--- config.mk ---
export PLATFORM = sky130hd
export DESIGN_NAME = bfb_oq_flat
export DESIGN_NICKNAME = d
export VERILOG_FILES = /design/src/rtl/core/bfb_pkg.sv /design/src/rtl/core/bfb_rsp_if.sv /design/src/rtl/core/bfb_oq.sv /design/src/flat_wrapper.sv
export VERILOG_INCLUDE_DIRS = /design/src /design/src/rtl/core
export SDC_FILE = /design/constraint.sdc
export NUM_CORES = 1
export LEC_CHECK = 0
export ABC_CLOCK_PERIOD_IN_PS = 2900
export BUFFER_PORTS_ARGS = -buffer_cell sky130_fd_sc_hd__buf_4
export CORE_MARGIN = 3
export CORE_UTILIZATION = 45
export CTS_CLUSTER_SIZE = 30
export DETAILED_ROUTE_END_ITERATION = 10
export PLACE_DENSITY = 0.65
export SETUP_SLACK_MARGIN = 0.02
export SYNTH_ARGS = -nofsm -noshare
export SYNTH_HDL_FRONTEND = slang
export SYNTH_SLANG_ARGS = --single-unit
--- constraint.sdc ---
create_clock -name clk -period 2.9 [get_ports clk]
set_input_delay 0.29 -clock clk [delete_from_list [all_inputs] [get_ports clk]]
set_output_delay 0.29 -clock clk [all_outputs]
set_load 0.03 [all_outputs]
--- src/rtl/core/assert_macros.svh ---
// ----------------------------------------------------------------------------
// Assertion macros
// Concurrent assertion wrappers; defined empty when NO_ASSERTIONS is set.
// ----------------------------------------------------------------------------
`ifndef ASSERT_MACROS_SVH
`define ASSERT_MACROS_SVH

`ifndef NO_ASSERTIONS

`define ASSERT_HOLDS(label, clk, rst_n, prop, msg) \
    label: assert property (@(posedge clk) disable iff (!rst_n) prop) else $error(msg);

`define ASSERT_NEVER(label, clk, rst_n, cond, msg) \
    `ASSERT_HOLDS(label, clk, rst_n, !(cond), msg)

`else

`define ASSERT_HOLDS(label, clk, rst_n, prop, msg)

`define ASSERT_NEVER(label, clk, rst_n, cond, msg)

`endif

`endif

--- src/rtl/core/bfb_pkg.sv ---
`timescale 1ns / 1ps
// ----------------------------------------------------------------------------
// bfb_pkg
// Shared types and constants of the burst byte ring FIFO.
// ----------------------------------------------------------------------------
package bfb_pkg;

    localparam int LEN_W  = 7;
    localparam int DATA_W = 8;
    localparam int MODE_W = 2;
    localparam int STAT_W = 2;
    localparam int QDEPTH = 4;
    localparam int QAW    = 2;
    localparam int QCW    = 3;

    typedef enum logic [MODE_W-1:0] {
        MODE_PUSH  = 2'd0,
        MODE_POP   = 2'd1,
        MODE_PEEK  = 2'd2,
        MODE_CLEAR = 2'd3
    } mode_t;

    typedef enum logic [STAT_W-1:0] {
        ST_OK    = 2'd0,
        ST_FULL  = 2'd1,
        ST_UNDER = 2'd2
    } status_t;

    typedef enum logic [1:0] {
        S_IDLE,
        S_PUSH,
        S_READ
    } ctrl_state_t;

    typedef struct packed {
        logic [DATA_W-1:0] data_out;
        logic              has_data;
        status_t           status;
        logic              last;
    } rsp_word_t;

endpackage

--- src/rtl/core/bfb_rsp_if.sv ---
`timescale 1ns / 1ps
// ----------------------------------------------------------------------------
// bfb_rsp_if
// Response channel: data byte, flags and status with valid/ready.
// ----------------------------------------------------------------------------
interface bfb_rsp_if
    import bfb_pkg::*;
();
    logic              valid;
    logic              ready;
    logic [DATA_W-1:0] data_out;
    logic              has_data;
    logic [STAT_W-1:0] status;
    logic              last;

    modport source (output valid, output data_out, output has_data, output status,
                    output last, input ready);
    modport sink   (input valid, input data_out, input has_data, input status,
                    input last, output ready);
endinterface

--- src/rtl/core/bfb_oq.sv ---
`timescale 1ns / 1ps
`include "assert_macros.svh"
// ----------------------------------------------------------------------------
// bfb_oq
// Four-word response queue decoupling the control from the sink.
// ----------------------------------------------------------------------------
module bfb_oq
    import bfb_pkg::*;
(
    input  logic             clk,
    input  logic             rst_n,
    input  logic             push,
    input  rsp_word_t        word,
    output logic [QCW-1:0]   count,
    bfb_rsp_if.source        rsp
);

    rsp_word_t          entry_reg [QDEPTH];
    logic [QAW-1:0]     wptr_reg;
    logic [QAW-1:0]     wptr_next;
    logic [QAW-1:0]     rptr_reg;
    logic [QAW-1:0]     rptr_next;
    logic [QCW-1:0]     count_reg;
    logic [QCW-1:0]     count_next;
    logic               pop;
    rsp_word_t          head;

    assign pop  = rsp.valid && rsp.ready;
    assign head = entry_reg[rptr_reg];

    always_comb
    begin
        wptr_next  = push ? wptr_reg + QAW'(1) : wptr_reg;
        rptr_next  = pop ? rptr_reg + QAW'(1) : rptr_reg;
        count_next = count_reg + QCW'(push) - QCW'(pop);
    end

    always_ff @(posedge clk or negedge rst_n)
    begin
        if (!rst_n)
        begin
            wptr_reg  <= '0;
            rptr_reg  <= '0;
            count_reg <= '0;
        end
        else
        begin
            wptr_reg  <= wptr_next;
            rptr_reg  <= rptr_next;
            count_reg <= count_next;
        end
    end

    always_ff @(posedge clk)
    begin
        if (push)
        begin
            entry_reg[wptr_reg] <= word;
        end
    end

    assign count        = count_reg;
    assign rsp.valid    = (count_reg != '0);
    assign rsp.data_out = head.data_out;
    assign rsp.has_data = head.has_data;
    assign rsp.status   = head.status;
    assign rsp.last     = head.last;

    `ASSERT_NEVER(a_oq_overflow, clk, rst_n, push && !pop && (count_reg == QCW'(QDEPTH)), "response queue overflow")
    `ASSERT_HOLDS(a_oq_drain, clk, rst_n, (pop && !push) |=> (count_reg == $past(count_reg) - QCW'(1)), "queue count did not drop on pop")
    `ASSERT_HOLDS(a_oq_fill, clk, rst_n, push |=> rsp.valid, "pushed word not visible")

endmodule

--- src/flat_wrapper.sv ---
// flat-port wrapper written by rule: the top's interface ports become plain ports
module bfb_oq_flat import bfb_pkg::*;
  (clk, rst_n, push, word, count, rsp_valid, rsp_data_out, rsp_has_data, rsp_status, rsp_last, rsp_ready);
  bfb_rsp_if rsp_i ();
  input  logic clk;
  input  logic rst_n;
  input  logic push;
  input  rsp_word_t word;
  output logic [QCW-1:0] count;
  output wire logic [$bits(rsp_i.valid)-1:0] rsp_valid;
  output wire logic [$bits(rsp_i.data_out)-1:0] rsp_data_out;
  output wire logic [$bits(rsp_i.has_data)-1:0] rsp_has_data;
  output wire logic [$bits(rsp_i.status)-1:0] rsp_status;
  output wire logic [$bits(rsp_i.last)-1:0] rsp_last;
  input wire logic [$bits(rsp_i.ready)-1:0] rsp_ready;
  assign rsp_valid = rsp_i.valid;
  assign rsp_data_out = rsp_i.data_out;
  assign rsp_has_data = rsp_i.has_data;
  assign rsp_status = rsp_i.status;
  assign rsp_last = rsp_i.last;
  assign rsp_i.ready = rsp_ready;
  bfb_oq u_core (.clk(clk), .rst_n(rst_n), .push(push), .word(word), .count(count), .rsp(rsp_i));
endmodule
# Yosys cells after proc, flatten, opt, wreduce, memory -nomap -nowiden
# Memory sizes are Yosys's and may differ from the RTL's.
# Cells that the tools add are included.
# classes
n_mux	2
reduce_logical	2
n_addsub	4
# op_table
cell	count
adder 2 x 1 -> 2 bit (second input constant)	2
adder 3 x 1 -> 3 bit	1
nonzero test 3 bit	1
subtractor 3 x 1 -> 3 bit	1
2-to-1 mux 1 bit	2
logical AND 1 bit	1
# word_totals
word_cells	12
input_bits	16
regBits	7
ram_bits	48
output_inout_bits	16
mem_count	1
# mem_list
memory	depth	width	rd	rd_ports_with_merged_regs	write_ports	line_no	source
u_core.entry_reg	4	12	1	0	1	bfb_oq.sv:18	rsp_word_t entry_reg [QDEPTH];

# Logic depth before layout (Yosys ltp)
# logic_depth
word_depth	3
mapped_depth	7
mapped_depth_nobuf	7

# Worst setup path after synthesis
# OpenSTA, ideal clock, no wires.
# synth_timing
kind	register to register
from	reg u_core.count_reg[1] (netlist: u_core.count[1])
to	reg u_core.count_reg[2] (netlist: u_core.count[2])
slack_ns	0.811
path_stages_with_launch	8
setup_time_ns	0.123
synth_period_minus_slack_ns	2.089
t_required_ns	2.777
t_arrival_ns	1.966
path_buffers	0
cell_sequence	dfrtp_1 o31a_1 ha_1 inv_1 ha_1 fa_1 xnor2_1 xnor2_1
# synth_via
elab_chain_len	3
word_cells_on_any_way	4
classes_between	2 x add/sub; 2 x reduce/logical
# synth_rtl
element	line_no	source
start: declaration	bfb_oq.sv:23	logic [QCW-1:0] count_reg;
start signal: assignment	bfb_oq.sv:50	count_reg <= count_next;
nonzero test 3 bit	bfb_oq.sv:63	assign rsp.valid = (count_reg != '0);
logical AND 1 bit	bfb_oq.sv:28	assign pop = rsp.valid && rsp.ready;
net u_core.pop	bfb_oq.sv:25	logic pop;
subtractor 3 x 1 -> 3 bit	bfb_oq.sv:35	count_next = count_reg + QCW'(push) - QCW'(pop);
net u_core.count_next[2]	bfb_oq.sv:24	logic [QCW-1:0] count_next;
# The timed path passes the listed nets, and every way through them passes these cells.
# A chain may end at the register's enable or synchronous reset.

# Worst setup path after layout
# layout_timing
from	reg u_core.rptr_reg[0]
to	out rsp_data_out[0]
# layout_via
elab_chain_len	1
# layout_rtl
element	line_no	source
start: declaration	bfb_oq.sv:21	logic [QAW-1:0] rptr_reg;
start signal: assignment	bfb_oq.sv:49	rptr_reg <= rptr_next;
memory read (4 x 12 bit)	n/a	
end: declaration	flat_wrapper.sv:11	output wire logic [$bits(rsp_i.data_out)-1:0] rsp_data_out;
# No other way between the ends.

==> impl_metrics.ini <==
[outcome]
status = finished, final reports clean

[logic_synthesis]
yosysWarnings = 0
synth.distinct_cells = 18
synth_area_leaders = edfxtp_1 67%, mux4_2 8.4%, dfrtp_1 8.1%, mux4_1 4.9%, ha_1 3.5%
netlist.area_leader.share = 0.6682
synth_area_leader_cell = edfxtp_1
syn_area_per_cell_um2 = 22.24
syn_area_mm2 = 0.002157
netlist_instances = 97
synth-seq-cells = 55
yosysSeqAreaShare = 0.7494
synth.net_count = 120

[clock_tree]
htree_num_levels = 2
numCtsBuffers = 5
root_buffer = clkbuf_8
cts_buffer_depth = 2
cts_setup_buffers = 0
worstSkewPairLatency_ns = 0.31
path_clk_slew_ns = 0.09
cts_tree = built
cts.sinks = 55

[pwr]
clockPowerShare = 0.155
seqPwrFrac = 0.459
power_density_mw_per_mm2 = 1026
total_power_w = 0.002586
vdd_drop_max_mv = 0.4370
netSwitchingFraction = 0.3560
leakage_nw = 0.9375
netSwitchingPower_w = 0.0009206
p_comb_frac = 0.387
p_int_w = 0.001665

[detailed_routing]
drtIter0Drc = 60
dr.pass1.iters = 4
avgViaCountPerCell = 5.273
wire_per_inst_um = 17.95
vias = 986
drt.antenna.violating_nets = 0
drc = 0
routed_wl_um = 3357

[floorplanning]
die_area_mm2 = 0.005660
start_util = 0.4789
coreArea_mm2 = 0.004504
chipWidth_um = 75.24
die_h_um = 75.24
rows = 24
io_pins = 32

[finish]
antenna_cells = 0
nets = 157
most-common-layout-cells = 48 x edfxtp_1, 32 x buf_4, 8 x mux4_2
drive_gt1_frac = 0.3556
largest_reg_flops = 48
final_common_cell = edfxtp_1
final_area_mm2 = 0.002520
area.growth.synth_to_final_pct = 16.82

[timing]
worst_pin_slew_ns = 0.6768
setup_ws_ns = 0.7024
hold_viol_final = 0
period_share = 0.7578
finalMaxSlewViolations = 0
setup_viol = 0
fin_setup_tns_ns = 0
finalClockSkew_ns = 0.008670
maxSlewHeadroom = 0.5488
whs_ns = 0.1810
rsz0062_at_grt = no
fmax_mhz = 455.0
min_period_ns = 2.198

[placed_design]
dpl.hpwl_um = 2302
placed_area_mm2 = 0.002426
post-place-ws_ns = 0.8722
place.gp.congestion = 0.6679
port_buffers = 31

[critical_path]
cp-startpoint = u_core.rptr_reg[0]
critical_path_class = reg2out
worst_setup_path_start_kind = register
worst_setup_path_end_kind = output pin
r2r_start = u_core.count[1]
crit_arrival_ns = 1.91
crit_required_ns = 2.61
crit_path_max_fanout = 9

[grt]
grt_pass1_wl_um = 5126
antenna_found_initial = 0
grt_usage = 0.1301
grt_pass1_vias = 1033
grt_max_degree = 17
grt-ovfl-total = 0

[run]
maxCapViolations = 0

[min_path]
hold_class = in2reg
min_from = word[10]
==> layout make-up <==
type	instances	area, um2
tap	52	65.06
inverter	6	22.52
fill	355	1984
clock inverter	3	15.01
timing repair buffer	33	250.2
multi-input combinational	33	481.7
clock buffer	5	68.82
sequential	55	1617
==> Yosys cell counts <==
library cell / instances
buf_2: 1
xor2_1: 2
xnor2_1: 3
dfrtp_1: 7
mux4_2: 8
nand2_1: 1
fa_1: 1
buf_6: 1
or3_1: 1
mux4_1: 4
buf_12: 1
inv_1: 6
o21ai_0: 1
and2_1: 4
ha_1: 6
o31a_1: 1
o311ai_0: 1
edfxtp_1: 48
==> per-layer routing <==
layer	vias to the layer above	part of all wire	global-route usage	wire length, um
met2	20	0.54	0.2176	1797
li1	456	-	-	-
met3	6	0.049	0.04539	166
met4	0	0.015	0.04078	49
met1	504	0.40	0.1597	1343
met5	-	0	0	0
==> worst paths after layout <==
| path | slack [ns] | to | cells after the start |
|---|---|---|---|
| hold / removal | 0.18 | u_core.entry_reg[1][10] | 1 |
| setup / recovery | 0.70 | rsp_data_out[0] | 3 |
| hold reg to reg | 0.55 | u_core.wptr_reg[0] | 1 |
| setup reg to reg | 0.86 | u_core.count[2] | 7 |
| min in group asynchronous | 0.33 | u_core.rptr_reg[0] | 2 |
| max in group asynchronous | 2.45 | u_core.rptr_reg[1] | 2 |
==> worst max-delay path, stage by stage, from the launching register on <==
cell	delay (ns)
dfrtp_1	0.62
buf_4	0.27
mux4_2	0.52
buf_4	0.18
==> cell families after synthesis <==
| logic type | Yosys count | synth area share |
|---|---|---|
| flip-flops | 55 | 0.7494 |
| multiplexers | 12 | 0.1322 |
| buffers and inverters | 9 | 0.02726 |
| adder cells (fa/ha/maj) | 7 | 0.04408 |
| AND/OR/NAND/NOR | 6 | 0.01624 |
| XOR/XNOR | 5 | 0.02031 |
| AO/OA/AOI/OAI | 3 | 0.01044 |
==> power groups by stage <==
| stage | clock (W) | combinational [W] | sequential (W) |
|---|---|---|---|
| floorplan | 0 | 0.000741 | 0.00117 |
| global placement | 0 | 0.00100 | 0.00120 |
| CTS | 0.000414 | 0.00102 | 0.00119 |
| finish | 0.000400 | 0.00100 | 0.00119 |
| global route | 0.000444 | 0.00108 | 0.00121 |
| detailed placement | 0 | 0.00102 | 0.00121 |
==> repair_timing <==
action / 4_1_cts / 5_1_grt
gates resized for setup: 0 / 0
hold endpoints to repair: 7 / 0
hold buffers: 1 / 0
==> stage by stage <==
step,std cells,util
2_1_floorplan,97,-
3_3_place_gp,178,0.5386
3_5_place_dp,178,0.5386
4_1_cts,187,0.5594
5_1_grt,187,0.5594
6_report,187,0.5594
Note: power is estimated with default switching activity, not from simulation.
