==> src/rtl/core/assert_macros.svh <==
// ----------------------------------------------------------------------------
// Assertion macros
// Concurrent assertion wrappers; defined empty when NO_ASSERTIONS is set.
// ----------------------------------------------------------------------------
`ifndef ASSERT_MACROS_SVH
`define ASSERT_MACROS_SVH

`ifndef NO_ASSERTIONS

`define ASSERT_HOLDS(label, clk, rst_n, prop, msg) \
    label: assert property (@(posedge clk) disable iff (!rst_n) prop) else $error(msg);

`define ASSERT_NEVER(label, clk, rst_n, cond, msg) \
    `ASSERT_HOLDS(label, clk, rst_n, !(cond), msg)

`else

`define ASSERT_HOLDS(label, clk, rst_n, prop, msg)

`define ASSERT_NEVER(label, clk, rst_n, cond, msg)

`endif

`endif

==> src/rtl/core/bfb_pkg.sv <==
`timescale 1ns / 1ps
// ----------------------------------------------------------------------------
// bfb_pkg
// Shared types and constants of the burst byte ring FIFO.
// ----------------------------------------------------------------------------
package bfb_pkg;

    localparam int LEN_W  = 7;
    localparam int DATA_W = 8;
    localparam int MODE_W = 2;
    localparam int STAT_W = 2;
    localparam int QDEPTH = 4;
    localparam int QAW    = 2;
    localparam int QCW    = 3;

    typedef enum logic [MODE_W-1:0] {
        MODE_PUSH  = 2'd0,
        MODE_POP   = 2'd1,
        MODE_PEEK  = 2'd2,
        MODE_CLEAR = 2'd3
    } mode_t;

    typedef enum logic [STAT_W-1:0] {
        ST_OK    = 2'd0,
        ST_FULL  = 2'd1,
        ST_UNDER = 2'd2
    } status_t;

    typedef enum logic [1:0] {
        S_IDLE,
        S_PUSH,
        S_READ
    } ctrl_state_t;

    typedef struct packed {
        logic [DATA_W-1:0] data_out;
        logic              has_data;
        status_t           status;
        logic              last;
    } rsp_word_t;

endpackage

==> src/rtl/core/bfb_req_if.sv <==
`timescale 1ns / 1ps
// ----------------------------------------------------------------------------
// bfb_req_if
// Request channel: mode, burst length and data byte with valid/ready.
// ----------------------------------------------------------------------------
interface bfb_req_if
    import bfb_pkg::*;
();
    logic              valid;
    logic              ready;
    logic [MODE_W-1:0] mode;
    logic [LEN_W-1:0]  burst_length;
    logic [DATA_W-1:0] data_in;

    modport source (output valid, output mode, output burst_length, output data_in,
                    input ready);
    modport sink   (input valid, input mode, input burst_length, input data_in,
                    output ready);
endinterface

==> src/rtl/core/bfb_ctrl.sv <==
`timescale 1ns / 1ps
`include "assert_macros.svh"
// ----------------------------------------------------------------------------
// bfb_ctrl
// Pointer and count control, push run sequencing and read burst issue.
// ----------------------------------------------------------------------------
module bfb_ctrl
    import bfb_pkg::*;
#(
    parameter int DEPTH     = 1024,
    parameter int MAX_BURST = 64
)
(
    input  logic                                 clk,
    input  logic                                 rst_n,
    bfb_req_if.sink                              req,
    input  logic [QCW-1:0]                       q_count,
    output logic                                 q_push,
    output rsp_word_t                            q_word,
    output logic                                 mem_we,
    output logic [(DEPTH > 1 ? $clog2(DEPTH) : 1)-1:0] mem_waddr,
    output logic [DATA_W-1:0]                    mem_wdata,
    output logic                                 mem_re,
    output logic [(DEPTH > 1 ? $clog2(DEPTH) : 1)-1:0] mem_raddr,
    input  logic [DATA_W-1:0]                    mem_rdata
);

    localparam int AW  = (DEPTH > 1) ? $clog2(DEPTH) : 1;
    localparam int FW  = $clog2(DEPTH + 1);
    localparam int CW  = ((FW > LEN_W) ? FW : LEN_W) + 1;
    localparam int SW  = ((AW > LEN_W) ? AW : LEN_W) + 2;
    localparam int QSW = QCW + 1;

    ctrl_state_t        state_reg;
    ctrl_state_t        state_next;
    logic [AW-1:0]      rp_reg;
    logic [AW-1:0]      rp_next;
    logic [FW-1:0]      fill_reg;
    logic [FW-1:0]      fill_next;
    logic [AW-1:0]      wp_reg;
    logic [AW-1:0]      wp_next;
    logic [LEN_W-1:0]   remain_reg;
    logic [LEN_W-1:0]   remain_next;
    logic [LEN_W-1:0]   total_reg;
    logic [LEN_W-1:0]   total_next;
    logic               ok_reg;
    logic               ok_next;
    logic [AW-1:0]      raddr_reg;
    logic [AW-1:0]      raddr_next;
    logic [LEN_W-1:0]   rleft_reg;
    logic [LEN_W-1:0]   rleft_next;
    logic               pend_reg;
    logic               pend_next;
    logic               pend_last_reg;
    logic               pend_last_next;

    logic [LEN_W-1:0]   len_c;
    logic [CW-1:0]      free_c;
    logic [SW-1:0]      wsum;
    logic [AW-1:0]      wpos;
    logic [SW-1:0]      psum;
    logic [AW-1:0]      ppos;
    logic [AW-1:0]      wp_inc;
    logic [AW-1:0]      ra_inc;
    logic               room;
    logic               ready_c;
    logic               acc;
    logic               imm_push;
    status_t            imm_status;

    always_comb
    begin
        len_c  = (req.burst_length > LEN_W'(MAX_BURST)) ? LEN_W'(MAX_BURST)
                                                         : req.burst_length;
        free_c = CW'(DEPTH) - CW'(fill_reg);
        wsum   = SW'(rp_reg) + SW'(fill_reg);
        wpos   = (wsum >= SW'(DEPTH)) ? AW'(wsum - SW'(DEPTH)) : AW'(wsum);
        psum   = SW'(rp_reg) + SW'(len_c);
        ppos   = (psum >= SW'(DEPTH)) ? AW'(psum - SW'(DEPTH)) : AW'(psum);
        wp_inc = (wp_reg == AW'(DEPTH - 1)) ? '0 : wp_reg + AW'(1);
        ra_inc = (raddr_reg == AW'(DEPTH - 1)) ? '0 : raddr_reg + AW'(1);
        room   = (QSW'(q_count) + QSW'(pend_reg)) < QSW'(QDEPTH);

        ready_c = (state_reg != S_READ) && !pend_reg && (q_count < QCW'(QDEPTH));
        acc     = req.valid && ready_c;

        state_next     = state_reg;
        rp_next        = rp_reg;
        fill_next      = fill_reg;
        wp_next        = wp_reg;
        remain_next    = remain_reg;
        total_next     = total_reg;
        ok_next        = ok_reg;
        raddr_next     = raddr_reg;
        rleft_next     = rleft_reg;
        pend_next      = 1'b0;
        pend_last_next = pend_last_reg;
        imm_push       = 1'b0;
        imm_status     = ST_OK;
        mem_we         = 1'b0;
        mem_waddr      = wp_reg;
        mem_wdata      = req.data_in;
        mem_re         = 1'b0;
        mem_raddr      = raddr_reg;

        unique case (state_reg)
            S_IDLE:
            begin
                if (acc)
                begin
                    unique case (req.mode)
                        MODE_PUSH:
                        begin
                            if (len_c == '0)
                            begin
                                imm_push = 1'b1;
                            end
                            else
                            begin
                                state_next  = S_PUSH;
                                total_next  = len_c;
                                remain_next = len_c;
                                ok_next     = (CW'(len_c) <= free_c);
                                wp_next     = wpos;
                            end
                        end
                        MODE_CLEAR:
                        begin
                            fill_next = '0;
                            rp_next   = '0;
                            imm_push  = 1'b1;
                        end
                        MODE_POP, MODE_PEEK:
                        begin
                            if (CW'(len_c) > CW'(fill_reg))
                            begin
                                imm_push   = 1'b1;
                                imm_status = ST_UNDER;
                            end
                            else if (len_c == '0)
                            begin
                                imm_push = 1'b1;
                            end
                            else
                            begin
                                state_next = S_READ;
                                raddr_next = rp_reg;
                                rleft_next = len_c;
                                if (req.mode == MODE_POP)
                                begin
                                    fill_next = fill_reg - FW'(len_c);
                                    rp_next   = ppos;
                                end
                            end
                        end
                        default:
                        begin
                            state_next = S_IDLE;
                        end
                    endcase
                end
            end
            S_PUSH:
            begin
                if (acc)
                begin
                    if (ok_reg)
                    begin
                        mem_we  = 1'b1;
                        wp_next = wp_inc;
                    end
                    remain_next = remain_reg - LEN_W'(1);
                    if (remain_reg == LEN_W'(1))
                    begin
                        imm_push   = 1'b1;
                        imm_status = ok_reg ? ST_OK : ST_FULL;
                        if (ok_reg)
                        begin
                            fill_next = fill_reg + FW'(total_reg);
                        end
                        ok_next    = 1'b0;
                        state_next = S_IDLE;
                    end
                end
            end
            S_READ:
            begin
                if (room)
                begin
                    mem_re         = 1'b1;
                    raddr_next     = ra_inc;
                    rleft_next     = rleft_reg - LEN_W'(1);
                    pend_next      = 1'b1;
                    pend_last_next = (rleft_reg == LEN_W'(1));
                    if (rleft_reg == LEN_W'(1))
                    begin
                        state_next = S_IDLE;
                    end
                end
            end
            default:
            begin
                state_next = S_IDLE;
            end
        endcase

        q_push = imm_push || pend_reg;
        if (pend_reg)
        begin
            q_word.data_out = mem_rdata;
            q_word.has_data = 1'b1;
            q_word.status   = ST_OK;
            q_word.last     = pend_last_reg;
        end
        else
        begin
            q_word.data_out = '0;
            q_word.has_data = 1'b0;
            q_word.status   = imm_status;
            q_word.last     = 1'b1;
        end
    end

    assign req.ready = ready_c;

    always_ff @(posedge clk or negedge rst_n)
    begin
        if (!rst_n)
        begin
            state_reg     <= S_IDLE;
            rp_reg        <= '0;
            fill_reg      <= '0;
            wp_reg        <= '0;
            remain_reg    <= '0;
            total_reg     <= '0;
            ok_reg        <= 1'b0;
            raddr_reg     <= '0;
            rleft_reg     <= '0;
            pend_reg      <= 1'b0;
            pend_last_reg <= 1'b0;
        end
        else
        begin
            state_reg     <= state_next;
            rp_reg        <= rp_next;
            fill_reg      <= fill_next;
            wp_reg        <= wp_next;
            remain_reg    <= remain_next;
            total_reg     <= total_next;
            ok_reg        <= ok_next;
            raddr_reg     <= raddr_next;
            rleft_reg     <= rleft_next;
            pend_reg      <= pend_next;
            pend_last_reg <= pend_last_next;
        end
    end

    `ASSERT_NEVER(a_fill_range, clk, rst_n, fill_reg > FW'(DEPTH), "fill count above depth")
    `ASSERT_HOLDS(a_pend_after_read, clk, rst_n, pend_reg |-> $past(mem_re), "read data without a read")
    `ASSERT_NEVER(a_single_push, clk, rst_n, pend_reg && imm_push, "two responses in one cycle")

endmodule

==> src/flat_wrapper.sv <==
// flat-port wrapper written by rule: the top's interface ports become plain ports
module bfb_ctrl_flat import bfb_pkg::*;
#(
    parameter int DEPTH     = 1024,
    parameter int MAX_BURST = 64
)
  (clk, rst_n, q_count, q_push, q_word, mem_we, mem_waddr, mem_wdata, mem_re, mem_raddr, mem_rdata, req_valid, req_mode, req_burst_length, req_data_in, req_ready);
  bfb_req_if req_i ();
  input  logic clk;
  input  logic rst_n;
  input  logic [QCW-1:0] q_count;
  output logic q_push;
  output rsp_word_t q_word;
  output logic mem_we;
  output logic [(DEPTH > 1 ? $clog2(DEPTH) : 1)-1:0] mem_waddr;
  output logic [DATA_W-1:0] mem_wdata;
  output logic mem_re;
  output logic [(DEPTH > 1 ? $clog2(DEPTH) : 1)-1:0] mem_raddr;
  input  logic [DATA_W-1:0] mem_rdata;
  input wire logic [$bits(req_i.valid)-1:0] req_valid;
  input wire logic [$bits(req_i.mode)-1:0] req_mode;
  input wire logic [$bits(req_i.burst_length)-1:0] req_burst_length;
  input wire logic [$bits(req_i.data_in)-1:0] req_data_in;
  output wire logic [$bits(req_i.ready)-1:0] req_ready;
  assign req_i.valid = req_valid;
  assign req_i.mode = req_mode;
  assign req_i.burst_length = req_burst_length;
  assign req_i.data_in = req_data_in;
  assign req_ready = req_i.ready;
  bfb_ctrl #(.DEPTH(DEPTH), .MAX_BURST(MAX_BURST)) u_core (.clk(clk), .rst_n(rst_n), .req(req_i), .q_count(q_count), .q_push(q_push), .q_word(q_word), .mem_we(mem_we), .mem_waddr(mem_waddr), .mem_wdata(mem_wdata), .mem_re(mem_re), .mem_raddr(mem_raddr), .mem_rdata(mem_rdata));
endmodule
==> config.mk <==
export PLATFORM = sky130hd
export DESIGN_NAME = bfb_ctrl_flat
export DESIGN_NICKNAME = d
export VERILOG_FILES = /design/src/rtl/core/bfb_pkg.sv /design/src/rtl/core/bfb_req_if.sv /design/src/rtl/core/bfb_ctrl.sv /design/src/flat_wrapper.sv
export VERILOG_INCLUDE_DIRS = /design/src /design/src/rtl/core
export SDC_FILE = /design/constraint.sdc
export NUM_CORES = 1
export LEC_CHECK = 0
export BUFFER_PORTS_ARGS = -buffer_cell sky130_fd_sc_hd__buf_4
export CORE_MARGIN = 5
export CORE_UTILIZATION = 25
export CTS_BUF_LIST = sky130_fd_sc_hd__clkbuf_4 sky130_fd_sc_hd__clkbuf_8
export DETAILED_ROUTE_END_ITERATION = 8
export GPL_TIMING_DRIVEN = 0
export PLACE_DENSITY_LB_ADDON = 0.2
export RECOVER_POWER = 25
export SKIP_CTS_REPAIR_TIMING = 1
export SYNTH_ARGS = -nofsm -noshare
export SYNTH_HDL_FRONTEND = slang
export SYNTH_SLANG_ARGS = --single-unit
==> constraint.sdc <==
create_clock -name clk -period 3.1 [get_ports clk]
set_input_delay 0.465 -clock clk [delete_from_list [all_inputs] [get_ports clk]]
set_output_delay 0.465 -clock clk [all_outputs]
set_load 0.01 [all_outputs]
== Word level (Yosys, flattened, before mapping) ==
Cells that the tools add are included.

* Bits in registers: 67
* Input port bits: 31
* Output and inout port bits: 44
* Logic and storage cells: 157

* Add/sub/neg operators: 12
* $lt $le $gt $ge: 7
* Eq/ne operators: 29
* Mux-type cells: 76
* Bitwise logic cells: 1
* Reductions and logical operators: 21

{| class="wikitable"
|+ Operators by type and width
! cell !! number
|-
| 2-to-1 mux 10 bit || 17
|-
| 2-to-1 mux 11 bit || 7
|-
| 2-to-1 mux 7 bit || 9
|-
| case mux 10 bit (2 select lines) || 3
|-
| case mux 11 bit (2 select lines) || 2
|-
| case mux 7 bit (2 select lines) || 2
|-
| 2-to-1 mux 2 bit || 13
|-
| AND reduction 6 bit || 4
|-
| adder 10 x 1 -> 10 bit (second input constant) || 2
|-
| equality test 10 bit (second input constant) || 2
|-
| subtractor 10 x 1 -> 10 bit (second input constant) || 2
|-
| AND reduction 9 bit || 2
|-
| 2-to-1 mux 1 bit || 16
|-
| != test 3 bit (second input constant) || 5
|-
| equality test 7 x 1 -> 1 bit (second input constant) || 2
|-
| != test 2 x 1 -> 1 bit (second input constant) || 7
|-
| != test 2 bit (second input constant) || 7
|-
| subtractor 7 x 1 -> 7 bit (second input constant) || 2
|-
| adder 10 x 11 -> 12 bit || 1
|-
| greater-or-equal comparator 12 x 11 -> 1 bit (second input constant) || 1
|-
| <= comparator 7 x 12 -> 1 bit || 1
|-
| 2-to-1 mux 12 bit || 1
|-
| subtractor 11 x 11 -> 12 bit (first input constant) || 1
|-
| adder 10 x 7 -> 11 bit || 1
|-
| 26 further kinds || 36
|}

== Depth between registers and ports, before layout ==
* Word-level depth: 9
* Gate-level depth with buffers: 12
* Gate-level depth less buffers: 12

== Worst setup path after synthesis ==
OpenSTA, ideal clock, no wires.

* Path kind: flip-flop to flip-flop
* Start point: register u_core.fill_reg[1]
* End point: register u_core.ok_reg
* Arrival time: 2,530 ps
* Required time: 2,975 ps
* Path slack: 445 ps
* Stages on the path, launching flop included: 12
* Buffers on the path: 0
* Cells stage by stage: dfrtp_1 -> inv_1 -> ha_1 -> or4b_2 -> nor2_1 -> xor2_1 -> ha_1 -> nand3_1 -> nor2_1 -> a21oi_1 -> a31oi_1 -> mux2_2

* Longest elaborated chain between the ends: 6

{| class="wikitable"
|+ Ends and longest elaborated chain
! item !! line !! source
|-
| start, declared || bfb_ctrl.sv:38 || <nowiki>logic [FW-1:0] fill_reg;</nowiki>
|-
| start signal, assigned || bfb_ctrl.sv:246 || <nowiki>fill_reg <= fill_next;</nowiki>
|-
| subtractor 11 x 11 -> 12 bit || bfb_ctrl.sv:75 || <nowiki>free_c = CW'(DEPTH) - CW'(fill_reg);</nowiki>
|-
| <= comparator 7 x 12 -> 1 bit || bfb_ctrl.sv:123 || <nowiki>ok_next = (CW'(len_c) <= free_c);</nowiki>
|-
| 2-to-1 mux 1 bit || bfb_ctrl.sv:114 || <nowiki>if (len_c == '0)</nowiki>
|-
| 2-to-1 mux 1 bit || bfb_ctrl.sv:111 || <nowiki>unique case (req.mode)</nowiki>
|-
| 2-to-1 mux 1 bit || bfb_ctrl.sv:109 || <nowiki>if (acc)</nowiki>
|-
| case mux 1 bit (2 select lines) || bfb_ctrl.sv:106 || <nowiki>unique case (state_reg)</nowiki>
|-
| end signal, assigned || bfb_ctrl.sv:250 || <nowiki>ok_reg <= ok_next;</nowiki>
|-
| end, declared || bfb_ctrl.sv:46 || <nowiki>logic ok_reg;</nowiki>
|}

Every way passes these cells. The select of a mux whose other input is x is not followed.
A chain may end at the register's enable or synchronous reset.

== Worst setup path in the final report ==
* Start point: input port req_burst_length[6]
* End point: output port q_push

* Longest elaborated chain between the ends: 9

{| class="wikitable"
|+ Ends and longest elaborated chain
! item !! line !! source
|-
| start, declared || flat_wrapper.sv:22 || <nowiki>input wire logic [$bits(req_i.burst_length)-1:0] req_burst_length;</nowiki>
|-
| greater-than comparator 7 bit || bfb_ctrl.sv:73 || <nowiki>len_c = (req.burst_length > LEN_W'(MAX_BURST)) ? LEN_W'(MAX_BURST)</nowiki>
|-
| 2-to-1 mux 7 bit (*) || bfb_ctrl.sv:73 ||
|-
| parallel branches: the longest is 3 deep, another holds greater-than comparator 7 x 11 -> 1 bit || n/a ||
|-
| case mux 1 bit (3 select lines) (*) || bfb_ctrl.sv:111 ||
|-
| 2-to-1 mux 1 bit (*) || bfb_ctrl.sv:109 ||
|-
| case mux 1 bit (2 select lines) (*) || bfb_ctrl.sv:106 ||
|-
| logical OR 1 bit (*) || bfb_ctrl.sv:207 || <nowiki>q_push = imm_push || pend_reg;</nowiki>
|-
| end, declared || flat_wrapper.sv:12 || <nowiki>output logic q_push;</nowiki>
|}

Every way passes the cells marked *.

==> flow_summary.toml <==
[synth]
synthArstFlopShare_pct = 100
synth-main-ff-cell = "dfrtp_1"
synth_area_per_cell_um2 = 8.13
synth-edff-count = 0
synth_warnings = 0
ys_ff_latch = 67
synth_area_um2 = 5630
syn-num-nets = 775
yosysSeqAreaShare_pct = 29.8
syn-instance-count = 693
synth_cell_types = 72

[pwr]
p_leak_nw = 3.03
p_sw_w = 0.00265
swShare_pct = 47.9
vdd_ir_drop_max_v = 0.000251
pwr-share-seq_pct = 28.9
internal_power_w = 0.00288
clkPwrFrac_pct = 14.3
power.density_nw_per_um2 = 821
fin_total_pwr_w = 0.00553
comb_power_share_pct = 56.8

[critical_path]
r2r-end = "u_core.ok_reg"
path_common_cell = "buf_4"
crit_path_cell_trace = "buf_4, clkinvlp_4, nand2_2, ha_1, a21o_1, a31oi_1, and3b_2, nor3b_1, o21ai_1, buf_4"
reg2reg_slack_ns = 0.27
crit_path_start_kind = "primary input"
crit_family = "compound AO/OA/AOI/OAI gates"
setup.worst_path.end_class = "output port"
worstReg2RegStart = "u_core.fill_reg[0]"
slowest_stage = "ha_1"
cp.arrival_ns = 2.59
critical_path.max_fanout = 8
required_ns = 2.63
worstSetupPathType = "in -> out"
max_stage_delay_ns = 0.30
critPathBufInv = 3
ff2ff_path_depth = 11

[sta]
max_slew_margin_pct = -21.7
drv_slew = 68
fmax_mhz = 327
clock_skew_ns = 0.0100
setup_viol = 0
worst_pin_slew_ns = 1.83
finalSetupTns_ns = 0
timing.final.crit_share_pct = 98.6
hold_violations = 0
period_minus_slack_ns = 3.06
rsz0062_at_grt = "false"

[layout]
fin_cells = 1063
nNetsFinal = 855
fin_util_pct = 30.0
drive_gt1_share_pct = 17.0
area.growth.synth_to_final_pct = 19.6
final_cell_mix = "77 x buf_4, 67 x nand2_1, 66 x dfrtp_1"
nFillCells = 2479
largest_register_ffs = 11
antenna_cells = 0
post-route-cell-area_um2 = 6740
layout_commonest_cell = "buf_4"

[floorplan]
start_util_pct = 25.1
die-area_um2 = 25600
core-area_um2 = 22400
ios = 75
die-width_um = 160
rows = 55
fp.dieH_um = 160

[global_routing]
grt_util_all_layers_pct = 14.9
antenna_found_initial = 0
grt_overflow_total = 0
grt_pass1_wl_um = 30500
grt_max_degree = 68
grt_pass1_vias = 5403

[clocking]
cts_tree = "yes"
clockRootBuffer = "clkbuf_8"
clk_pin_slew_ns = 0.08
cts_buffer_depth = 2
ctsHtreeMaxLevel = 3
cts_buffers = 9
cts_num_sinks = 67
clk_latency_ns = 0.36

[outcome]
violations = "capacitance limit, slew limit"
status = "complete, but fails checks"

[drt]
viasPerCell = 5.17
drt_iter0_markers = 311
first_pass_iters = 5
totalWireLength_um = 19400
wire_per_inst_um = 18.3
drtAntennaViolNets = 0
vias = 5492
drc = 0

[min_path]
min-delay-start = "req_valid"
min_to = "u_core.state_reg[0]"
hold_class = "in -> reg"
min_path_cells = 3

[place]
dpl_cell_area_um2 = 6480
gp_congestion = 0.832
hpwlAfterDp_um = 14400
dpl.cell_count = 1044
numPortBuffers = 66

[run]
maxCapViolCount = 1
## worst reg2reg max path, stage by stage, from the launching register on
cell	delay, ns
dfrtp_1	0.48
inv_1	0.13
ha_2	0.22
or4b_2	0.63
nor2_1	0.14
xor2_1	0.19
ha_1	0.27
nand3_1	0.10
nor2_1	0.05
a21oi_1	0.12
a31oi_1	0.13
mux2_2	0.29
## per-stage QoR
stage          setup slack (ns)  hold slack, ns
2_1_floorplan             0.445           0.169
3_3_place_gp             -0.243           0.459
3_5_place_dp             -0.247           0.463
4_1_cts                  -0.245           0.280
5_1_grt                 0.00456           0.468
6_report                 0.0424           0.463
## cell usage after synthesis, types with 4 or more instances
library cell	n	area, µm²
a211oi_1	9	67.6
a21o_1	11	82.6
a21oi_1	48	240
a22o_1	7	61.3
a22oi_1	7	52.6
a31oi_1	17	106
and2_1	10	62.6
and3_1	12	75.1
buf_2	8	40.0
buf_4	9	67.6
clkbuf_1	22	82.6
dfrtp_1	67	1680
fa_1	4	80.1
ha_1	47	588
inv_1	33	124
nand2_1	71	267
nand2b_1	5	31.3
nand3_1	26	130
nand3b_1	6	45.0
nand4_1	9	56.3
nor2_1	44	165
nor2b_1	7	43.8
nor3_1	19	95.1
nor3b_1	6	45.0
nor4_1	6	37.5
o211ai_1	4	30.0
o21a_1	11	82.6
o21ai_0	64	320
o21bai_1	4	30.0
o22a_1	4	35.0
o22ai_1	15	93.8
o31ai_1	9	67.6
or3_1	5	31.3
xnor2_1	9	78.8
xor2_1	7	61.3
## cells by family after synthesis
family,Yosys count,share of synthesized area [%]
AOI/OAI and AO/OA,237,26.9
xor gates and xnor gates,16,2.49
adders and majority gates,51,11.9
buffers and inverters,76,6.11
DFF,67,29.8
muxes,4,0.777
and+or+nand+nor,242,22.1
## cell type report
| cell class | count | area [µm²] | area share [%] |
|---|---|---|---|
| Buffer | 42 | 218 | 3.23 |
| Clock buffer | 11 | 145 | 2.15 |
| Clock inverter | 5 | 52.6 | 0.780 |
| Inverter | 34 | 134 | 1.99 |
| Multi-Input combinational cell | 550 | 3640 | 54.0 |
| Sequential cell | 67 | 1680 | 24.9 |
| Tap cell | 285 | 357 | 5.29 |
| Timing Repair Buffer | 69 | 515 | 7.65 |
## metal layers
| layer | track usage (%) | part of all wire, % | vias up |
|---|---|---|---|
| met5 | 0 | 0 | - |
| met3 | 1.88 | 3.5 | 26 |
| met4 | 5.12 | 2.7 | 0 |
| met1 | 20.8 | 48 | 2624 |
| li1 | - | - | 2716 |
| met2 | 23.9 | 46 | 126 |
## worst max-delay path by stage
stage / startpoint / endpoint / slack [ns] / cells past startpoint
2_1_floorplan: u_core.fill_reg[1] / u_core.ok_reg / 0.45 / 11
3_3_place_gp: req_burst_length[6] / q_push / -0.24 / 9
3_5_place_dp: req_burst_length[6] / u_core.rp_reg[9] / -0.25 / 11
4_1_cts: req_burst_length[6] / q_push / -0.25 / 9
5_1_grt: req_burst_length[6] / q_push / 0.005 / 10
6_report: req_burst_length[6] / q_push / 0.04 / 10
## power groups by stage
stage / sequential, W / clock (W) / combinational, W
2_1_floorplan: 0.00150 / 0 / 0.00219
3_3_place_gp: 0.00162 / 0 / 0.00308
3_5_place_dp: 0.00161 / 0 / 0.00309
4_1_cts: 0.00159 / 0.000817 / 0.00311
5_1_grt: 0.00165 / 0.000852 / 0.00353
6_report: 0.00160 / 0.000791 / 0.00314
Note: power is estimated with default switching activity, not from simulation.
